==> src/fpsm_pkg.sv <==
package fpsm_pkg;

    // Field and register widths
    localparam int THRESH_W = 10;
    localparam int MODE_W   = 2;
    localparam int TIME_W   = 32;
    localparam int FRAC_W   = 16;
    localparam int SPEED_W  = 48;
    localparam int CFG_W    = THRESH_W;
    localparam int IDX_W    = 1;

    // Speed constants: pi in millionths, degrees per half turn
    localparam longint unsigned PI_MICRO   = 64'd3141592;
    localparam longint unsigned DEG_HALF   = 64'd180;
    localparam longint unsigned DEG_HALF_K = 64'd180000;
    localparam longint unsigned DEN_MICRO  = 64'd1000000;
    localparam longint unsigned DEN_MILLI  = 64'd1000;

    // Divider widths
    localparam int NUM_W = $clog2(PI_MICRO + 64'd1) + FRAC_W;
    localparam int DEN_W = $clog2(DEN_MICRO + 64'd1);
    localparam int DVS_W = TIME_W + DEN_W;
    localparam int CNT_W = $clog2(NUM_W + 1);

    // Register reset values
    localparam logic [THRESH_W-1:0] THRESH_RESET = THRESH_W'(560);

    // Register indexes
    localparam logic [IDX_W-1:0] REG_THRESHOLD = 1'd0;
    localparam logic [IDX_W-1:0] REG_UNIT_MODE = 1'd1;

    // Unit mode codes
    localparam logic [MODE_W-1:0] MODE_RAD_MS = 2'd0;
    localparam logic [MODE_W-1:0] MODE_RAD_S  = 2'd1;
    localparam logic [MODE_W-1:0] MODE_DEG_MS = 2'd2;
    localparam logic [MODE_W-1:0] MODE_DEG_S  = 2'd3;

    // Scaled numerator N * 2^FRAC_W for the selected unit
    function automatic logic [NUM_W-1:0] speed_num(input logic [MODE_W-1:0] mode);
        logic [NUM_W-1:0] n;
        case (mode)
            MODE_RAD_MS: n = NUM_W'(PI_MICRO << FRAC_W);
            MODE_RAD_S:  n = NUM_W'(PI_MICRO << FRAC_W);
            MODE_DEG_MS: n = NUM_W'(DEG_HALF << FRAC_W);
            MODE_DEG_S:  n = NUM_W'(DEG_HALF_K << FRAC_W);
            default:     n = NUM_W'(DEG_HALF_K << FRAC_W);
        endcase
        return n;
    endfunction

    // Denominator D for the selected unit
    function automatic logic [DEN_W-1:0] speed_den(input logic [MODE_W-1:0] mode);
        logic [DEN_W-1:0] d;
        case (mode)
            MODE_RAD_MS: d = DEN_W'(DEN_MICRO);
            MODE_RAD_S:  d = DEN_W'(DEN_MILLI);
            MODE_DEG_MS: d = DEN_W'(1);
            MODE_DEG_S:  d = DEN_W'(1);
            default:     d = DEN_W'(1);
        endcase
        return d;
    endfunction

endpackage

==> src/flywheel_period_speed_meter_core.sv <==
// Channel   Direction  Handshake             Beat
// in        input      in_valid / in_ready   sample, now_ms
// out       output     out_valid / out_ready edge_seen, half_period, full_period, speed
// cfg       input      cfg_we (no wait)      cfg_index, cfg_data
//
// A beat with an edge passes accept, the divisor product register (S_MUL), the
// bit-serial restoring divider over the NUM_W (38)-bit numerator (S_DIV) and the
// result load; a beat with no edge (or a zero half period) goes straight to the load.
// One beat is in work at a time; the next is taken while a result waits at the output.
// rst_n clears all state; threshold resets to 560 and unit mode to rad/ms.
// A stalled output holds the finished result and blocks only the next load.
module flywheel_period_speed_meter_core
(
    input  logic                               clk,
    input  logic                               rst_n,
    input  logic                               cfg_we,
    input  logic [fpsm_pkg::IDX_W-1:0]         cfg_index,
    input  logic [fpsm_pkg::CFG_W-1:0]         cfg_data,
    input  logic                               in_valid,
    output logic                               in_ready,
    input  logic [fpsm_pkg::THRESH_W-1:0]      sample,
    input  logic [fpsm_pkg::TIME_W-1:0]        now_ms,
    output logic                               out_valid,
    input  logic                               out_ready,
    output logic                               edge_seen,
    output logic [fpsm_pkg::TIME_W-1:0]        half_period,
    output logic [fpsm_pkg::TIME_W-1:0]        full_period,
    output logic [fpsm_pkg::SPEED_W-1:0]       speed
);

    typedef enum logic [1:0] {S_IDLE, S_MUL, S_DIV, S_DONE} state_t;

    state_t                             state_reg;
    logic [fpsm_pkg::THRESH_W-1:0]      threshold_reg;
    logic [fpsm_pkg::MODE_W-1:0]        unit_mode_reg;
    logic                               was_above_reg;
    logic [fpsm_pkg::TIME_W-1:0]        last_edge_reg;
    logic [fpsm_pkg::TIME_W-1:0]        slot_a_reg;
    logic [fpsm_pkg::TIME_W-1:0]        slot_b_reg;
    logic                               slot_toggle_reg;
    logic                               res_edge_reg;
    logic [fpsm_pkg::TIME_W-1:0]        half_reg;
    logic [fpsm_pkg::TIME_W-1:0]        full_reg;
    logic [fpsm_pkg::DVS_W-1:0]         dvs_reg;
    logic [fpsm_pkg::DVS_W-1:0]         rem_reg;
    logic [fpsm_pkg::NUM_W-1:0]         quo_reg;
    logic [fpsm_pkg::CNT_W-1:0]         cnt_reg;
    logic                               out_valid_reg;
    logic                               edge_seen_reg;
    logic [fpsm_pkg::TIME_W-1:0]        half_period_reg;
    logic [fpsm_pkg::TIME_W-1:0]        full_period_reg;
    logic [fpsm_pkg::SPEED_W-1:0]       speed_reg;

    logic                               in_fire;
    logic                               above;
    logic                               edge_hit;
    logic [fpsm_pkg::TIME_W-1:0]        half_now;
    logic [fpsm_pkg::DVS_W-1:0]         prod;
    logic [fpsm_pkg::DVS_W:0]           rem_sh;
    logic [fpsm_pkg::DVS_W+1:0]         diff;
    logic [fpsm_pkg::DVS_W-1:0]         rem_next;
    logic [fpsm_pkg::NUM_W-1:0]         quo_next;

    assign in_ready    = (state_reg == S_IDLE);
    assign in_fire     = in_valid && in_ready;
    assign out_valid   = out_valid_reg;
    assign edge_seen   = edge_seen_reg;
    assign half_period = half_period_reg;
    assign full_period = full_period_reg;
    assign speed       = speed_reg;

    // Edge detect and half period
    assign above    = (sample > threshold_reg);
    assign edge_hit = above && !was_above_reg;
    assign half_now = now_ms - last_edge_reg;

    // Divisor T * D, registered before the divider starts
    assign prod = fpsm_pkg::DVS_W'(half_reg)
                * fpsm_pkg::DVS_W'(fpsm_pkg::speed_den(unit_mode_reg));

    // One restoring step: shift in a dividend bit, trial subtract
    always_comb
    begin
        rem_sh = {rem_reg, quo_reg[fpsm_pkg::NUM_W-1]};
        diff   = {1'b0, rem_sh} - {2'b00, dvs_reg};
        if (!diff[fpsm_pkg::DVS_W+1])
        begin
            rem_next = diff[fpsm_pkg::DVS_W-1:0];
            quo_next = {quo_reg[fpsm_pkg::NUM_W-2:0], 1'b1};
        end
        else
        begin
            rem_next = rem_sh[fpsm_pkg::DVS_W-1:0];
            quo_next = {quo_reg[fpsm_pkg::NUM_W-2:0], 1'b0};
        end
    end

    // Control, state and registered outputs
    always_ff @(posedge clk or negedge rst_n)
    begin
        if (!rst_n)
        begin
            state_reg       <= S_IDLE;
            threshold_reg   <= fpsm_pkg::THRESH_RESET;
            unit_mode_reg   <= fpsm_pkg::MODE_RAD_MS;
            was_above_reg   <= 1'b0;
            last_edge_reg   <= '0;
            slot_a_reg      <= '0;
            slot_b_reg      <= '0;
            slot_toggle_reg <= 1'b0;
            res_edge_reg    <= 1'b0;
            half_reg        <= '0;
            full_reg        <= '0;
            dvs_reg         <= '0;
            rem_reg         <= '0;
            quo_reg         <= '0;
            cnt_reg         <= '0;
            out_valid_reg   <= 1'b0;
            edge_seen_reg   <= 1'b0;
            half_period_reg <= '0;
            full_period_reg <= '0;
            speed_reg       <= '0;
        end
        else
        begin
            // configuration writes
            if (cfg_we)
            begin
                case (cfg_index)
                    fpsm_pkg::REG_THRESHOLD:
                        threshold_reg <= cfg_data[fpsm_pkg::THRESH_W-1:0];
                    fpsm_pkg::REG_UNIT_MODE:
                        unit_mode_reg <= cfg_data[fpsm_pkg::MODE_W-1:0];
                    default: ;
                endcase
            end

            // output beat taken; in S_DONE the reload handles that cycle
            if (out_valid_reg && out_ready && (state_reg != S_DONE))
            begin
                out_valid_reg <= 1'b0;
            end

            case (state_reg)
                S_IDLE:
                begin
                    if (in_fire)
                    begin
                        was_above_reg <= above;
                        res_edge_reg  <= 1'b0;
                        half_reg      <= half_now;
                        state_reg     <= S_DONE;
                        if (edge_hit)
                        begin
                            last_edge_reg   <= now_ms;
                            slot_toggle_reg <= !slot_toggle_reg;
                            if (!slot_toggle_reg)
                            begin
                                slot_a_reg <= half_now;
                            end
                            else
                            begin
                                slot_b_reg <= half_now;
                            end
                            if (half_now != '0)
                            begin
                                res_edge_reg <= 1'b1;
                                state_reg    <= S_MUL;
                            end
                        end
                    end
                end

                S_MUL:
                begin
                    full_reg  <= slot_a_reg + slot_b_reg;
                    dvs_reg   <= prod;
                    quo_reg   <= fpsm_pkg::speed_num(unit_mode_reg);
                    rem_reg   <= '0;
                    cnt_reg   <= fpsm_pkg::CNT_W'(fpsm_pkg::NUM_W);
                    state_reg <= S_DIV;
                end

                S_DIV:
                begin
                    rem_reg <= rem_next;
                    quo_reg <= quo_next;
                    cnt_reg <= cnt_reg - fpsm_pkg::CNT_W'(1);
                    if (cnt_reg == fpsm_pkg::CNT_W'(1))
                    begin
                        state_reg <= S_DONE;
                    end
                end

                S_DONE:
                begin
                    // load when the output register is free or being emptied
                    if (!out_valid_reg || out_ready)
                    begin
                        out_valid_reg <= 1'b1;
                        edge_seen_reg <= res_edge_reg;
                        if (res_edge_reg)
                        begin
                            half_period_reg <= half_reg;
                            full_period_reg <= full_reg;
                            speed_reg       <= fpsm_pkg::SPEED_W'(quo_reg);
                        end
                        else
                        begin
                            half_period_reg <= '0;
                            full_period_reg <= '0;
                            speed_reg       <= '0;
                        end
                        state_reg <= S_IDLE;
                    end
                end

                default:
                begin
                    state_reg <= S_IDLE;
                end
            endcase
        end
    end

    // Checks
    a_edge_nonzero: assert property (@(posedge clk) disable iff (!rst_n)
        out_valid && edge_seen |-> half_period != '0)
        else $error("edge result with zero half period");

    a_noedge_zero: assert property (@(posedge clk) disable iff (!rst_n)
        out_valid && !edge_seen |-> half_period == '0 && full_period == '0 && speed == '0)
        else $error("non-edge result carries data");

    a_cnt_range: assert property (@(posedge clk) disable iff (!rst_n)
        cnt_reg <= fpsm_pkg::CNT_W'(fpsm_pkg::NUM_W))
        else $error("divider count out of range");

    a_one_in_work: assert property (@(posedge clk) disable iff (!rst_n)
        in_valid && in_ready |=> !in_ready)
        else $error("second beat taken while one is in work");

    a_speed_width: assert property (@(posedge clk) disable iff (!rst_n)
        out_valid |-> speed[fpsm_pkg::SPEED_W-1:fpsm_pkg::NUM_W] == '0)
        else $error("speed exceeds quotient width");

endmodule

==> config.mk <==
export PLATFORM = sky130hd
export DESIGN_NAME = flywheel_period_speed_meter_core
export DESIGN_NICKNAME = d
export VERILOG_FILES = /design/src/fpsm_pkg.sv /design/src/flywheel_period_speed_meter_core.sv
export SDC_FILE = /design/constraint.sdc
export NUM_CORES = 2
export LEC_CHECK = 0
export BUFFER_PORTS_ARGS = -buffer_cell sky130_fd_sc_hd__buf_2
export CAP_MARGIN = 15
export CELL_PAD_IN_SITES_DETAIL_PLACEMENT = 2
export CELL_PAD_IN_SITES_GLOBAL_PLACEMENT = 2
export CORE_UTILIZATION = 40
export CTS_BUF_LIST = sky130_fd_sc_hd__clkbuf_16
export DETAILED_ROUTE_END_ITERATION = 6
export PLACE_DENSITY = 0.82
export SLEW_MARGIN = 20
export SYNTH_ARGS = -nofsm -noshare
export SYNTH_HDL_FRONTEND = slang
export SYNTH_SLANG_ARGS = --single-unit
==> constraint.sdc <==
create_clock -name clk -period 8.8 [get_ports clk]
set_input_delay 0 -clock clk [delete_from_list [all_inputs] [get_ports clk]]
set_output_delay 0 -clock clk [all_outputs]
set_load 0.02 [all_outputs]
==> impl_metrics.yaml <==
run_status:
  run_status: "finished with violations"
  violations: "negative hold slack"
power_and_ir_drop:
  leakage_nw: 22.2
  power_density_nw_per_um2: 107
  peakVddDrop_uv: 156
logic_synthesis:
  syn_area_um2: 36900
  synthFlopType: "dfrtp_1"
  synthCells: 4031
  synth-async-reset-ratio_pct: 100
  ys_types: 82
  synth_warnings: 0
  postSynthAreaPerCell_um2: 9.14
  seq_area_frac_synth_pct: 29.1
  synth-edff-count: 0
  ys_ff_latch: 429
clock_tree:
  clk_pin_slew_ns: 0.06
  clk_path_buf_depth: 3
  numCtsBuffers: 54
  htreeDepth: 2
  cts_tree: "yes"
  cts_sinks: 429
  post_cts_buffers: 0
  cts_root_buffer: "clkbuf_16"
  clock_latency_ns: 0.66
final_layout:
  layout_commonest_cell: "inv_1"
  final_cells: 5395
  nets: 4926
  area_delta_synth_final_pct: 11.3
  layout_common_cells: "inv_1 (622), nand2_1 (502), dfrtp_1 (423)"
  drive_gt1_share_pct: 8.94
  diodes: 0
global_routing:
  gr-usage-all-layers_pct: 31.1
  grt_pass1_wl_um: 224000
  antenna_found_initial: 2
  first_global_vias: 35930
  grt_overflow_total: 0
  grt_start_max_net_pins: 105
sta:
  holdWs_ns: -0.0513
  fin_crit_sh_pct: 96.7
  worst_pin_slew_ns: 1.04
  finalClockSkew_ns: 0.0421
  final-max-slew-violation-count: 0
  grt_setup_unrepaired: "false"
  setup_tns_ns: 0
  fmax_ghz: 0.117
  slew_headroom_pct: 30.5
  min_period_ns: 8.51
  hold_viol: 12
  setup_viol_count_final: 0
placed_design:
  hpwl_um: 96600
  gp_congestion: 0.900
  io_buffers: 162
  place_inst: 5233
worst_setup_path:
  arrival_ns: 9.01
  worstPathRequired_ns: 9.30
  path_buf_inv: 5
  worstSetupEndpointType: "flip-flop"
  path_delay_family: "adder cells"
  start_kind: "flip-flop"
  critPathMostFrequentCell: "fa_1"
  crit_slowest_cell: "dfrtp_4"
  slowest_delay_ns: 0.61
  path_class: "reg -> reg"
  cp_max_fo: 24
floorplanning:
  io_pins: 173
  start_util_pct: 40.6
  rows: 110
  die_w_um: 306
  die_h_um: 306
  coreArea_um2: 90700
  dieArea_um2: 93400
route:
  remaining_drc_errors: 0
  vias_per_cell: 5.75
  wl_per_cell_um: 26.7
  wl_um: 144000
  vias: 31021
  drtIter0Drc: 1705
  postRouteAntennaNets: 0
  drt-pass1-iter-count: 5
flow_run:
  drv_cap: 0
min_path:
  hold_path.class: "in -> async"
worst reg2reg max path, delay by kind of cell (launching register included):
| kind | cells | cell delay (ns) |
|---|---|---|
| and+or+nand+nor | 3 | 1.08 |
| adders and majority gates | 8 | 3.54 |
| buffers and inverters | 5 | 0.50 |
| DFF | 1 | 0.61 |
| muxes | 1 | 0.44 |
| AOI/OAI and AO/OA | 11 | 2.20 |
worst paths after layout:
check                                      start                end  slack, ns  depth (start not counted)
worst min register to register         speed[23]          speed[23]       0.48                          2
worst min-delay path                       rst_n          speed[12]      -0.05                          2
worst max-delay path            unit_mode_reg[1]        dvs_reg[51]       0.29                         28
max in group asynchronous                  rst_n       half_reg[11]       6.39                          4
min in group clk                      now_ms[17]  last_edge_reg[17]       0.12                          4
worst max register to register  unit_mode_reg[1]        dvs_reg[51]       0.29                         28
cells by family after synthesis:
kind of cell             after synthesis  synth area share [%]
AND/OR/NAND/NOR                      945                  11.5
AO/OA/AOI/OAI                        910                  15.0
buffers and inverters                784                  8.18
adder cells (fa/ha/maj)              690                  29.1
flip-flops                           429                  29.1
XOR/XNOR                             158                  3.75
multiplexers                         114                  3.33
other                                  1                0.0102
power by group:
group / internal, mW / leakage, nW / switching, mW
logic: 0.0726 / 15.8 / 0.139
clock network: 1.20 / 0.842 / 0.960
registers: 1.98 / 5.53 / 0.0189
total: 3.26 / 22.2 / 1.12
routing by layer:
metal / global-route usage [%] / up-vias / share of wire (%)
met3: 4.34 / 422 / 3.7
li1: - / 13587 / -
met5: 0 / - / 0.0090
met2: 55.4 / 826 / 51
met1: 36.4 / 16184 / 40
met4: 15.7 / 2 / 5.3
what timing repair did:
action,in CTS,in global routing
hold endpoints to repair,150,0
setup endpoints to repair,0,4
gates resized for setup,0,3
hold buffers,65,0
final cells by class:
class                      instances  area, µm²
tap                             1176       1470
inverter                         614       2300
sequential                       429      10700
clock inverter                    43        297
clock buffer                      54       1350
timing repair buffer             252       1670
multi-input combinational       2827      23200
fill                            9776      49700
per-stage QoR:
stage	cell area, µm²	setup slack [ns]	util, %	power (mW)
after floorplan	36900	1.50	-	2.11
after global placement	38700	1.03	42.7	2.20
after detailed placement	38700	0.471	42.7	2.21
after CTS	41000	0.349	45.2	4.38
after global routing	41000	0.0253	45.2	4.49
final	41000	0.289	45.2	4.37
Yosys cell counts, types with 87 or more instances:
library cell,instances,area [µm²]
a21oi_1,218,1090
ha_1,413,5170
nand2_1,504,1890
inv_1,613,2300
fa_1,277,5550
o21ai_0,379,1900
nor2_1,134,503
a21o_1,87,653
xnor2_1,117,1020
clkbuf_1,130,488
dfrtp_1,426,10700
(Power assumes the default switching activity.)
